<file path="config.mk">
export PLATFORM = sky130hd
export DESIGN_NAME = deferred_progress_watchdog_top
export DESIGN_NICKNAME = d
export VERILOG_FILES = /design/src/rtl/core/dpw_pkg.sv /design/src/rtl/core/dpw_cfg.sv /design/src/rtl/core/dpw_core.sv /design/src/rtl/core/deferred_progress_watchdog_top.sv
export SDC_FILE = /design/constraint.sdc
export NUM_CORES = 2
export LEC_CHECK = 0
export BUFFER_PORTS_ARGS = -buffer_cell sky130_fd_sc_hd__buf_2
export CAP_MARGIN = 20
export CORE_MARGIN = 3
export CORE_UTILIZATION = 47
export CTS_BUF_LIST = sky130_fd_sc_hd__clkbuf_4
export DETAILED_ROUTE_END_ITERATION = 8
export PLACE_DENSITY = 0.6
export SYNTH_ARGS = -nofsm -noshare
export SYNTH_HDL_FRONTEND = slang
export SYNTH_SLANG_ARGS = --single-unit
</file>
<file path="constraint.sdc">
create_clock -name clk_i -period 17.85 [get_ports clk_i]
set_clock_uncertainty 0.05 [all_clocks]
set_input_delay 1.785 -clock clk_i [delete_from_list [all_inputs] [get_ports clk_i]]
set_output_delay 1.785 -clock clk_i [all_outputs]
set_load 0.005 [all_outputs]
</file>
<file path="src/rtl/core/dpw_pkg.sv">
// Package for the deferred progress watchdog.
// Holds field widths, event and phase codes, and the structs shared by the core modules.
// No dependencies.
`default_nettype none

package dpw_pkg;

  // Default parameter values.
  localparam int unsigned CountBitsDef  = 32;
  localparam int unsigned ThreadBitsDef = 16;

  // Fixed field widths.
  localparam int unsigned KIND_W     = 3;
  localparam int unsigned TID_W      = 16;
  localparam int unsigned TIME_W     = 32;
  localparam int unsigned DEPTH_W    = 32;
  localparam int unsigned PERIOD_W   = 31;
  localparam int unsigned SRC_W      = 2;
  localparam int unsigned TICK_W     = 20;
  localparam int unsigned LIMIT_W    = PERIOD_W + 14;
  localparam int unsigned ELAPSED_W  = TIME_W + 1;
  localparam int unsigned PROD_W     = ELAPSED_W + TICK_W;
  localparam int unsigned CFG_IDX_W  = 2;
  localparam int unsigned CFG_DATA_W = PERIOD_W;
  localparam int unsigned IN_DATA_W  = 88;
  localparam int unsigned OUT_DATA_W = 8;

  // Milliseconds to 100 ns units.
  localparam int unsigned MsTo100ns = 10000;
  localparam logic [TICK_W-1:0] TICK_RESET = TICK_W'(156250);

  // Request kinds.
  localparam logic [KIND_W-1:0] KIND_START   = 3'd0;
  localparam logic [KIND_W-1:0] KIND_STOP    = 3'd1;
  localparam logic [KIND_W-1:0] KIND_ENTER   = 3'd2;
  localparam logic [KIND_W-1:0] KIND_EXIT    = 3'd3;
  localparam logic [KIND_W-1:0] KIND_SUSPEND = 3'd4;
  localparam logic [KIND_W-1:0] KIND_RESUME  = 3'd5;
  localparam logic [KIND_W-1:0] KIND_RESET   = 3'd6;
  localparam logic [KIND_W-1:0] KIND_TICK    = 3'd7;

  // Watch phases; PH_STOPPED only appears on the result.
  localparam logic [1:0] PH_IDLE     = 2'd0;
  localparam logic [1:0] PH_ARMED    = 2'd1;
  localparam logic [1:0] PH_REPORTED = 2'd2;
  localparam logic [1:0] PH_STOPPED  = 2'd3;

  // Reported events.
  localparam logic [1:0] EV_NONE     = 2'd0;
  localparam logic [1:0] EV_TIMEOUT  = 2'd1;
  localparam logic [1:0] EV_RECOVERY = 2'd2;

  // Time sources.
  localparam logic [SRC_W-1:0] SRC_KERNEL = 2'd0;
  localparam logic [SRC_W-1:0] SRC_USER   = 2'd1;
  localparam logic [SRC_W-1:0] SRC_BOTH   = 2'd2;

  // Configuration register indexes.
  localparam logic [CFG_IDX_W-1:0] CFG_PERIOD = 2'd0;
  localparam logic [CFG_IDX_W-1:0] CFG_SOURCE = 2'd1;
  localparam logic [CFG_IDX_W-1:0] CFG_TICK   = 2'd2;

  typedef struct packed {
    logic [SRC_W-1:0]   time_source;
    logic [TICK_W-1:0]  tick_length;
    logic [LIMIT_W-1:0] limit;
  } cfg_t;

  typedef struct packed {
    logic [KIND_W-1:0] kind;
    logic              incremental;
    logic [TID_W-1:0]  thread_id;
    logic [TIME_W-1:0] kernel_time;
    logic [TIME_W-1:0] user_time;
  } item_t;

  typedef struct packed {
    logic [1:0] event_res;
    logic [1:0] phase;
    logic       suspended;
  } res_t;

endpackage

`default_nettype wire

</file>
<file path="src/rtl/core/dpw_cfg.sv">
// Configuration registers of the deferred progress watchdog.
// Keeps the time source, the tick length and the timeout limit in 100 ns units.
// Depends on dpw_pkg.
`default_nettype none

module dpw_cfg (
  input  wire logic                           clk_i,
  input  wire logic                           rst_ni,
  input  wire logic                           cfg_we_i,
  input  wire logic [dpw_pkg::CFG_IDX_W-1:0]  cfg_idx_i,
  input  wire logic [dpw_pkg::CFG_DATA_W-1:0] cfg_data_i,
  output dpw_pkg::cfg_t                       cfg_o
);
  import dpw_pkg::*;

  logic [SRC_W-1:0]   source_q;
  logic [TICK_W-1:0]  tick_q;
  logic [LIMIT_W-1:0] limit_q;

  // The period is stored already scaled, so the per-item compare needs no second multiply.
  always_ff @(posedge clk_i or negedge rst_ni) begin
    if (!rst_ni) begin
      source_q <= SRC_KERNEL;
      tick_q   <= TICK_RESET;
      limit_q  <= '0;
    end else if (cfg_we_i) begin
      unique case (cfg_idx_i)
        CFG_PERIOD: limit_q  <= LIMIT_W'(cfg_data_i) * LIMIT_W'(MsTo100ns);
        CFG_SOURCE: source_q <= cfg_data_i[SRC_W-1:0];
        CFG_TICK:   tick_q   <= cfg_data_i[TICK_W-1:0];
        default:    ;
      endcase
    end
  end

  assign cfg_o.time_source = source_q;
  assign cfg_o.tick_length = tick_q;
  assign cfg_o.limit       = limit_q;

endmodule

`default_nettype wire

</file>
<file path="src/rtl/core/dpw_core.sv">
// Watch state and per-request update of the deferred progress watchdog.
// Computes the result of one request combinationally and commits the state on step_i.
// Depends on dpw_pkg.
`default_nettype none

module dpw_core #(
  parameter int unsigned COUNT_BITS  = dpw_pkg::CountBitsDef,
  parameter int unsigned THREAD_BITS = dpw_pkg::ThreadBitsDef
) (
  input  wire logic           clk_i,
  input  wire logic           rst_ni,
  input  wire logic           step_i,
  input  dpw_pkg::item_t      item_i,
  input  dpw_pkg::cfg_t       cfg_i,
  output dpw_pkg::res_t       res_o
);
  import dpw_pkg::*;

  logic                   running_q, running_d;
  logic [1:0]             phase_q, phase_d;
  logic [COUNT_BITS-1:0]  enter_q, enter_d, exit_q, exit_d;
  logic [COUNT_BITS-1:0]  snap_enter_q, snap_enter_d, snap_exit_q, snap_exit_d;
  logic [TIME_W-1:0]      snap_kernel_q, snap_kernel_d, snap_user_q, snap_user_d;
  logic [DEPTH_W-1:0]     depth_q, depth_d;
  logic                   owner_vld_q, owner_vld_d;
  logic [THREAD_BITS-1:0] owner_q, owner_d;
  logic [1:0]             last_q, last_d;
  logic [1:0]             ev;

  logic [THREAD_BITS-1:0] tid;
  logic                   in_section, moved;
  logic [TIME_W-1:0]      dk, du;
  logic [ELAPSED_W-1:0]   elapsed;
  logic [PROD_W-1:0]      product;
  logic                   expired;

  assign tid        = THREAD_BITS'(item_i.thread_id);
  assign in_section = enter_q != exit_q;
  assign moved      = (enter_q != snap_enter_q) || (exit_q != snap_exit_q);
  assign dk         = item_i.kernel_time - snap_kernel_q;
  assign du         = item_i.user_time - snap_user_q;

  always_comb begin
    case (cfg_i.time_source)
      SRC_KERNEL: elapsed = ELAPSED_W'(dk);
      SRC_USER:   elapsed = ELAPSED_W'(du);
      SRC_BOTH:   elapsed = ELAPSED_W'(dk) + ELAPSED_W'(du);
      default:    elapsed = '0;
    endcase
  end

  assign product = PROD_W'(elapsed) * PROD_W'(cfg_i.tick_length);
  assign expired = product >= PROD_W'(cfg_i.limit);

  always_comb begin
    running_d     = running_q;
    phase_d       = phase_q;
    enter_d       = enter_q;
    exit_d        = exit_q;
    snap_enter_d  = snap_enter_q;
    snap_exit_d   = snap_exit_q;
    snap_kernel_d = snap_kernel_q;
    snap_user_d   = snap_user_q;
    depth_d       = depth_q;
    owner_vld_d   = owner_vld_q;
    owner_d       = owner_q;
    last_d        = last_q;
    ev            = EV_NONE;

    unique case (item_i.kind)
      KIND_START, KIND_STOP: begin
        if (item_i.kind == KIND_START || running_q) begin
          if (item_i.kind == KIND_STOP && last_q == EV_TIMEOUT) begin
            ev     = EV_RECOVERY;
            last_d = EV_RECOVERY;
          end
          enter_d       = '0;
          exit_d        = '0;
          snap_enter_d  = '0;
          snap_exit_d   = '0;
          snap_kernel_d = '0;
          snap_user_d   = '0;
          phase_d       = PH_IDLE;
          owner_vld_d   = 1'b0;
          owner_d       = '0;
          running_d     = item_i.kind == KIND_START;
        end
      end
      KIND_ENTER: begin
        if (!owner_vld_q || owner_q != tid) begin
          phase_d     = PH_IDLE;
          owner_d     = tid;
          owner_vld_d = 1'b1;
        end
        enter_d = enter_q + 1'b1;
      end
      KIND_EXIT: exit_d = exit_q + 1'b1;
      KIND_SUSPEND: begin
        if (depth_q != '1) depth_d = depth_q + 1'b1;
      end
      KIND_RESUME: begin
        if (!item_i.incremental) depth_d = '0;
        else if (depth_q != '0) depth_d = depth_q - 1'b1;
      end
      KIND_RESET: begin
        enter_d = '0;
        exit_d  = '0;
        phase_d = PH_IDLE;
      end
      KIND_TICK: begin
        if (running_q && owner_vld_q) begin
          if (phase_q == PH_IDLE) begin
            if (depth_q == '0) begin
              if (last_q == EV_TIMEOUT && (moved || !in_section)) begin
                ev      = EV_RECOVERY;
                last_d  = EV_RECOVERY;
                phase_d = PH_REPORTED;
              end
              // Snapshot after the recovery check: it re-arms the watch.
              if (in_section) begin
                phase_d       = PH_ARMED;
                snap_enter_d  = enter_q;
                snap_exit_d   = exit_q;
                snap_kernel_d = item_i.kernel_time;
                snap_user_d   = item_i.user_time;
              end
            end
          end else if (phase_q == PH_ARMED) begin
            if (!in_section || depth_q != '0) begin
              phase_d = PH_IDLE;
            end else if (moved) begin
              snap_enter_d  = enter_q;
              snap_exit_d   = exit_q;
              snap_kernel_d = item_i.kernel_time;
              snap_user_d   = item_i.user_time;
            end else if (expired) begin
              ev      = EV_TIMEOUT;
              last_d  = EV_TIMEOUT;
              phase_d = PH_REPORTED;
            end
          end
        end
      end
      default: ;
    endcase
  end

  always_ff @(posedge clk_i or negedge rst_ni) begin
    if (!rst_ni) begin
      running_q     <= 1'b0;
      phase_q       <= PH_IDLE;
      enter_q       <= '0;
      exit_q        <= '0;
      snap_enter_q  <= '0;
      snap_exit_q   <= '0;
      snap_kernel_q <= '0;
      snap_user_q   <= '0;
      depth_q       <= '0;
      owner_vld_q   <= 1'b0;
      owner_q       <= '0;
      last_q        <= EV_NONE;
    end else if (step_i) begin
      running_q     <= running_d;
      phase_q       <= phase_d;
      enter_q       <= enter_d;
      exit_q        <= exit_d;
      snap_enter_q  <= snap_enter_d;
      snap_exit_q   <= snap_exit_d;
      snap_kernel_q <= snap_kernel_d;
      snap_user_q   <= snap_user_d;
      depth_q       <= depth_d;
      owner_vld_q   <= owner_vld_d;
      owner_q       <= owner_d;
      last_q        <= last_d;
    end
  end

  assign res_o.event_res = ev;
  assign res_o.phase     = running_d ? phase_d : PH_STOPPED;
  assign res_o.suspended = depth_d != '0;

endmodule

`default_nettype wire

</file>
<file path="src/rtl/core/deferred_progress_watchdog_top.sv">
// Top level of the deferred progress watchdog.
// Instantiates dpw_cfg and dpw_core and holds the request and result registers.
// Depends on dpw_pkg, dpw_cfg and dpw_core.
//
// The block watches a code section that one thread enters and leaves. Requests arrive
// on the s_axis channel: tuser carries the request kind (start, stop, enter, exit,
// suspend, resume, reset, poll tick) and tdata carries the resume flag, the thread
// identity and, for a tick, the kernel and user run-time counters. Every request
// produces exactly one result on the m_axis channel: the reported event (none,
// timeout or recovery), the phase after the request and the suspended flag.
// A request is first captured in an input register; once the output register is free or
// being drained, its result is computed against the watch state and written to the
// output register, which drives m_axis_tvalid. While the receiver keeps up, one request
// is taken per cycle; the rate is set by the single pass through the elapsed-time
// multiply and limit compare. When the receiver stalls, the result waits in the output
// register, the pending request waits in the input register, and s_axis_tready drops
// only when both are full. Reset clears the watch state, both valid flags and the
// configuration (period zero, kernel time source, tick length 156250). Configuration
// writes on cfg_* take effect at the next clock edge; the user must see that they are
// only made while the block is idle, as the block itself does not enforce this.
`default_nettype none

module deferred_progress_watchdog_top #(
  parameter int unsigned COUNT_BITS  = dpw_pkg::CountBitsDef,
  parameter int unsigned THREAD_BITS = dpw_pkg::ThreadBitsDef
) (
  input  wire logic                            clk_i,
  input  wire logic                            rst_ni,
  // Request channel.
  input  wire logic                            s_axis_tvalid,
  output logic                                 s_axis_tready,
  // [0] incremental, [16:1] thread_id, [48:17] kernel_time, [80:49] user_time.
  input  wire logic [dpw_pkg::IN_DATA_W-1:0]   s_axis_tdata,
  // [2:0] kind.
  input  wire logic [dpw_pkg::KIND_W-1:0]      s_axis_tuser,
  // Result channel.
  output logic                                 m_axis_tvalid,
  input  wire logic                            m_axis_tready,
  // [1:0] event_res, [3:2] phase, [4] suspended.
  output logic [dpw_pkg::OUT_DATA_W-1:0]       m_axis_tdata,
  // Configuration write port.
  input  wire logic                            cfg_we_i,
  input  wire logic [dpw_pkg::CFG_IDX_W-1:0]   cfg_idx_i,
  input  wire logic [dpw_pkg::CFG_DATA_W-1:0]  cfg_data_i
);
  import dpw_pkg::*;

  cfg_t  cfg;
  item_t item_q;
  res_t  res, res_q;
  logic  item_vld_q, item_vld_d;
  logic  res_vld_q, res_vld_d;
  logic  advance, accept;

  // The held request moves on whenever the output register is free or being drained.
  assign advance       = item_vld_q && (!res_vld_q || m_axis_tready);
  assign s_axis_tready = !item_vld_q || advance;
  assign accept        = s_axis_tvalid && s_axis_tready;

  assign item_vld_d = accept || (item_vld_q && !advance);
  assign res_vld_d  = advance || (res_vld_q && !m_axis_tready);

  always_ff @(posedge clk_i or negedge rst_ni) begin
    if (!rst_ni) begin
      item_vld_q <= 1'b0;
      res_vld_q  <= 1'b0;
    end else begin
      item_vld_q <= item_vld_d;
      res_vld_q  <= res_vld_d;
    end
  end

  // Payload registers carry no reset.
  always_ff @(posedge clk_i) begin
    if (accept) begin
      item_q.kind        <= s_axis_tuser;
      item_q.incremental <= s_axis_tdata[0];
      item_q.thread_id   <= s_axis_tdata[16:1];
      item_q.kernel_time <= s_axis_tdata[48:17];
      item_q.user_time   <= s_axis_tdata[80:49];
    end
    if (advance) begin
      res_q <= res;
    end
  end

  dpw_cfg u_cfg (
    .clk_i      (clk_i),
    .rst_ni     (rst_ni),
    .cfg_we_i   (cfg_we_i),
    .cfg_idx_i  (cfg_idx_i),
    .cfg_data_i (cfg_data_i),
    .cfg_o      (cfg)
  );

  dpw_core #(
    .COUNT_BITS  (COUNT_BITS),
    .THREAD_BITS (THREAD_BITS)
  ) u_core (
    .clk_i  (clk_i),
    .rst_ni (rst_ni),
    .step_i (advance),
    .item_i (item_q),
    .cfg_i  (cfg),
    .res_o  (res)
  );

  assign m_axis_tvalid = res_vld_q;
  assign m_axis_tdata  = {3'b000, res_q.suspended, res_q.phase, res_q.event_res};

endmodule

`default_nettype wire

</file>
# Yosys cells after proc, flatten, opt, wreduce, memory -nomap -nowiden
# Cells that the tools add are included.
# totals
register_bits,400
latchBits,0
ram_bits,0
mem_bits_ro,0
output_inout_bits,10
elab_cells,189
n_memories,0
# classes
addsub,7
multipliers,2
div,0
n_lt_le_gt_ge,1
eq_ne,30
shifts,0
n_mux,82
bitwise_logic,0
reduce_logical,42
# op_table
operator,count
two-way mux 32 bit,32
case mux 32 bit (2 select lines),5
case mux 32 bit (3 select lines),2
case mux 33 bit (3 select lines),1
"adder 32 x 1 -> 32 bit, second input constant",3
!= test 32 bit,3
nonzero test 32 bit,2
subtractor 32 bit,2
two-way mux 2 bit,30
>= comparator 53 x 45 -> 1 bit,1
multiplier 33 x 20 -> 53 bit,1
"multiplier 31 x 10 -> 41 bit, second input constant",1
adder 32 x 32 -> 33 bit,1
zero test 32 bit,1
two-way mux 16 bit,2
"!= test 32 bit, second input constant",1
case mux 16 bit (2 select lines),1
"subtractor 32 x 1 -> 32 bit, second input constant",1
!= test 16 bit,1
"== test 3 bit, second input constant",4
AND reduction 11 bit,1
logical OR 1 bit,9
"!= test 3 x 1 -> 1 bit, second input constant",3
"!= test 3 bit, second input constant",3
other kinds (21),53

# Longest topological paths before layout
# depth
ltp_word,12
mapped_depth,60

# Hierarchy
# Synthesis repeated with hierarchy kept, for this count alone.
# unflattened
cells_unflattened,6126
hier_area_um2,52256.4
# modules_own_cells
mod,instances,cells_per_inst,area_each_um2
dpw_core,1,5153,41790.1
dpw_cfg,1,872,7663.6
deferred_progress_watchdog_top,1,101,2802.7

# Worst setup path before layout
# OpenSTA, ideal clock, no wires.
# synth_path
kind,register to register
startpoint,register item_q[2] (netlist bit)
endpoint,register res_q (netlist bit m_axis_tdata[0]) (data pin)
setup_time_ns,0.157
t_arrival_ns,12.780
slack_ns,4.863
stages_incl_launch_ff,56
path_buffers,1
synth_period_minus_slack_ns,12.987
path_cell_list,edfxtp_1 -> ha_1 -> nor2b_1 -> o31a_1 -> o41ai_1 -> a21oi_1 -> a21o_1 -> a21oi_1 -> xnor2_1 -> ha_1 -> nand4_1 -> or2_2 -> or4b_1 -> nand2_1 -> xor2_1 -> nand2_1 -> o31a_1 -> o21ai_0 -> (+20 left out) -> nor3_1 -> nor4_1 -> nor3b_1 -> o21ai_0 -> a21boi_0 -> o21ai_0 -> xor2_1 -> ha_1 -> nand3_1 -> nor4_1 -> nand4_1 -> or4_1 -> a2111o_1 -> nand4_1 -> o21bai_1 -> and4b_1 -> and4_1 -> nor3_1
# synth_lines
item,line_no,source
from (decl),deferred_progress_watchdog_top.sv:49,item_t item_q;
to (signal assigned),deferred_progress_watchdog_top.sv:83,res_q <= res;
to (decl),deferred_progress_watchdog_top.sv:50,"res_t res, res_q;"

# Final worst setup path
# layout_path
startpoint,register item_q[41] (netlist bit)
endpoint,register res_q (netlist bit m_axis_tdata[3]) (data pin)
# layout_between
elab_chain_len,12
# layout_lines
item,line_no,source
subtractor 32 bit (*),dpw_core.sv:40,assign dk = item_i.kernel_time - snap_kernel_q;
adder 32 x 32 -> 33 bit,dpw_core.sv:47,SRC_BOTH: elapsed = ELAPSED_W'(dk) + ELAPSED_W'(du);
case mux 33 bit (3 select lines) (*),dpw_core.sv:44,case (cfg_i.time_source)
multiplier 33 x 20 -> 53 bit (*),dpw_core.sv:52,assign product = PROD_W'(elapsed) * PROD_W'(cfg_i.tick_length);
>= comparator 53 x 45 -> 1 bit (*),dpw_core.sv:53,assign expired = product >= PROD_W'(cfg_i.limit);
two-way mux 2 bit (*),dpw_core.sv:136,end else if (expired) begin
two-way mux 2 bit (*),dpw_core.sv:131,end else if (moved) begin
two-way mux 2 bit (*),dpw_core.sv:129,if (!in_section || depth_q != '0) begin
two-way mux 2 bit (*),dpw_core.sv:128,end else if (phase_q == PH_ARMED) begin
two-way mux 2 bit (*),dpw_core.sv:112,if (phase_q == PH_IDLE) begin
two-way mux 2 bit (*),dpw_core.sv:111,if (running_q && owner_vld_q) begin
case mux 2 bit (4 select lines) (*),dpw_core.sv:70,unique case (item_i.kind)
# Every way passes the cells marked *; elsewhere a longest branch is shown, timed or not.
# A chain may end at the register's enable or synchronous reset.

==> results.toml <==
[flow_run]
maxCapViolations = 0

[cts]
cts_tree = "built"
holdBufCountCts = 0
cts_buffer_depth = 3
numCtsBuffers = 111
htreeDepth = 3
postCtsSetupBuffers = 0
clk_pin_slew_worst_paths_ns = 0.07
cts_resized = 0
clkLatencyLatePin_ns = 0.98
cts_root_buf = "clkbuf_4"
clock_sinks = 400

[final_layout]
postLayoutCellArea_sq_um = 55000
drive_gt1_share_pct = 7.79
nets = 7124
area_growth_pct = 6.55
n_fill_cell = 10400

[route]
num_vias = 40500
avgRoutedWirePerCell_microns = 18.5
ant_nets = 0
routed_wl_mm = 138
drc = 0
routed_via_density = 5.44
first_pass_iters = 5
drt_iter0_markers = 2559

[global_route]
grt_max_degree = 147
antenna_found_initial = 9
grt_use_total_pct = 25.1
grt_pass1_wl_mm = 227
grt-ovfl-total = 0
grt_pass1_vias = 41200

[synthesis]
ys.flop_type = "dfrtp_1"
syn_area_sq_um = 51600
ys_warn_count = 0
ys_types = 91
ys_seq_area_share_pct = 20.3
yosys.area.top_type_share_pct = 24.7
async_flop_share_pct = 77.8
syn_inst = 5946
avgSynthCellArea_sq_um = 8.67
synth_area_leaders = "fa_1 (25%), dfrtp_1 (15%), ha_1 (10%), nand2_1 (7.1%), inv_1 (6.6%)"
yosysTopAreaCell = "fa_1"
ys_seq_elements = 400
synth_edf_count = 89

[die]
chipHeight_microns = 337
core_sq_um = 108000
rows = 120
start_util_pct = 47.8
pin_count = 139
die_x_microns = 337
die_area_sq_um = 114000

[critical_path]
crit_arrival_ns = 16.35
startpoint = "item_q[41]"
timing.rr.end = "m_axis_tdata[3]"
start_kind = "flip-flop"
slowest_stage = "o41ai_1"
max_stage_delay_ns = 0.93
critPathKind = "reg2reg"
cp.required_ns = 18.51
reg2reg_from = "item_q[41]"
rrSetupSlack_ns = 2.17
worstPathMaxFanout = 20
critPathCapture = "m_axis_tdata[3]"
reg2reg_depth = 55
endpoint_kind = "flip-flop"

[worst_hold_path]
hp-class = "reg2reg"
hp-start = "u_core.snap_user_q[24]"

[timing]
final.setup.tns_ns = 0
hold_viol_final = 0
drv_slew = 0
fin_crit_ns = 15.68
timing.fmax_mhz = 63.8
slew_headroom_pct = 23.8
tightestPinTransition_ns = 1.14
grt_setup_unrepaired = "false"
finalSetupViolCount = 0
fin_crit_sh_pct = 87.9

[place]
gp_congestion = 0.912
placed_area_sq_um = 53300
port_buffers = 128
dpl.hpwl_mm = 104

[outcome]
outcome = "completed"
[area by class of cell]
| cell class | instances | area [sq um] | share of cell area, % |
|---|---|---|---|
| antenna | 5 | 12.5 | 0.0228 |
| clock buffer | 166 | 1250 | 2.27 |
| clock inverter | 42 | 307 | 0.558 |
| inverter | 906 | 3400 | 6.19 |
| multi-input combinational | 4320 | 36500 | 66.5 |
| sequential | 400 | 10500 | 19.0 |
| tap | 1403 | 1760 | 3.19 |
| timing repair buffer | 201 | 1240 | 2.25 |
[layer usage]
metal  track usage [%]  vias up  wire, microns
li1                  -    19200              -
met1              35.3    20100          63000
met2              40.8      973          64100
met3              3.57      199           7180
met4              6.67        0           3570
met5                 0        -              0
[synth_stat cells (all sizes together) (14+ instances only)]
cell	instances
nand2	972
inv	906
fa	637
ha	418
o21ai	359
dfrtp	303
clkbuf	283
and2	247
nor2	210
a21oi	189
xor2	171
xnor2	164
edfxtp	89
nand3	85
a21o	81
nand4	68
nor3	66
and3	65
nor4	43
buf	39
nand2b	39
o21a	36
nor2b	35
a31oi	32
o31ai	31
or3	31
o21bai	30
mux2i	27
a211oi	25
mux2	23
o211ai	19
a21boi	15
and4	15
or2	14
[logic make-up (layout without fill, tap and decap cells)]
logic type               count (synthesis)  in the layout  synth area share (%)
AO/OA/AOI/OAI                          944            944                  11.4
XOR/XNOR                               335            335                  5.69
adder cells (fa/ha/maj)               1055           1055                  34.9
buffers and inverters                 1228           1315                  9.09
flip-flops                             400            400                  20.3
multiplexers                            51             51                  1.07
other                                    1              8               0.00727
AND/OR/NAND/NOR                       1932           1932                  17.6
[stage by stage]
stage	util (%)	setup WS [ns]	hold slack (ns)	cells
2_1_floorplan	-	4.86	0.399	5948
3_3_place_gp	49.4	2.27	0.413	7227
3_5_place_dp	49.4	2.05	0.421	7227
4_1_cts	50.8	2.11	0.434	7435
5_1_grt	50.9	1.17	0.452	7441
6_report	50.9	2.17	0.430	7443
[placed cells by master, fill, tap and decap left out, drive strengths merged, types with 19 or more instances in the layout]
master and n:
nand2 972, inv 911, fa 637, ha 418, o21ai 359, dfrtp 303, and2 247, nor2 210
buf 201, a21oi 189, xor2 171, clkbuf 166, xnor2 164, edfxtp 89, nand3 85, a21o 81
nand4 68, nor3 66, and3 65, nor4 43, nand2b 39, o21a 36, nor2b 35, clkinv 34
a31oi 32, or3 31, o31ai 31, o21bai 30, mux2i 27, a211oi 25, mux2 23, o211ai 19
[worst max-delay path: cells and delay by family, from the launching register on]
| family | cells | cell delay (ns) |
|---|---|---|
| xor+xnor | 2 | 0.34 |
| fa+ha+maj | 11 | 4.95 |
| buf+inv | 8 | 0.68 |
| simple gates | 15 | 3.34 |
| flops | 1 | 0.41 |
| compound gates | 19 | 5.66 |
[how the worst min path moves through the flow]
stage	to	depth (start not counted)	slack, ns
after floorplan	u_cfg.limit_q[12]	2	0.40
after global placement	u_core.snap_kernel_q[29]	2	0.41
after detailed placement	u_core.snap_kernel_q[23]	2	0.42
after CTS	u_core.snap_kernel_q[23]	2	0.43
after global routing	u_core.snap_user_q[27]	2	0.45
final	u_core.snap_user_q[24]	2	0.43
[state kept, by name, indices dropped and copies added, names as in the netlist, 2 cells and up]
name / count
item_q: 84
u_cfg.limit_q: 41
u_core.depth_q: 32
u_core.enter_q: 32
u_core.exit_q: 32
u_core.snap_enter_q: 32
u_core.snap_exit_q: 32
u_core.snap_kernel_q: 32
u_core.snap_user_q: 32
u_cfg.tick_q: 20
u_core.owner_q: 16
m_axis_tdata: 5
u_cfg.source_q: 2
u_core.last_q: 2
u_core.phase_q: 2
Power is not shown: default switching activity piles up to over one toggle a cycle in this logic, so the estimate is an artifact.
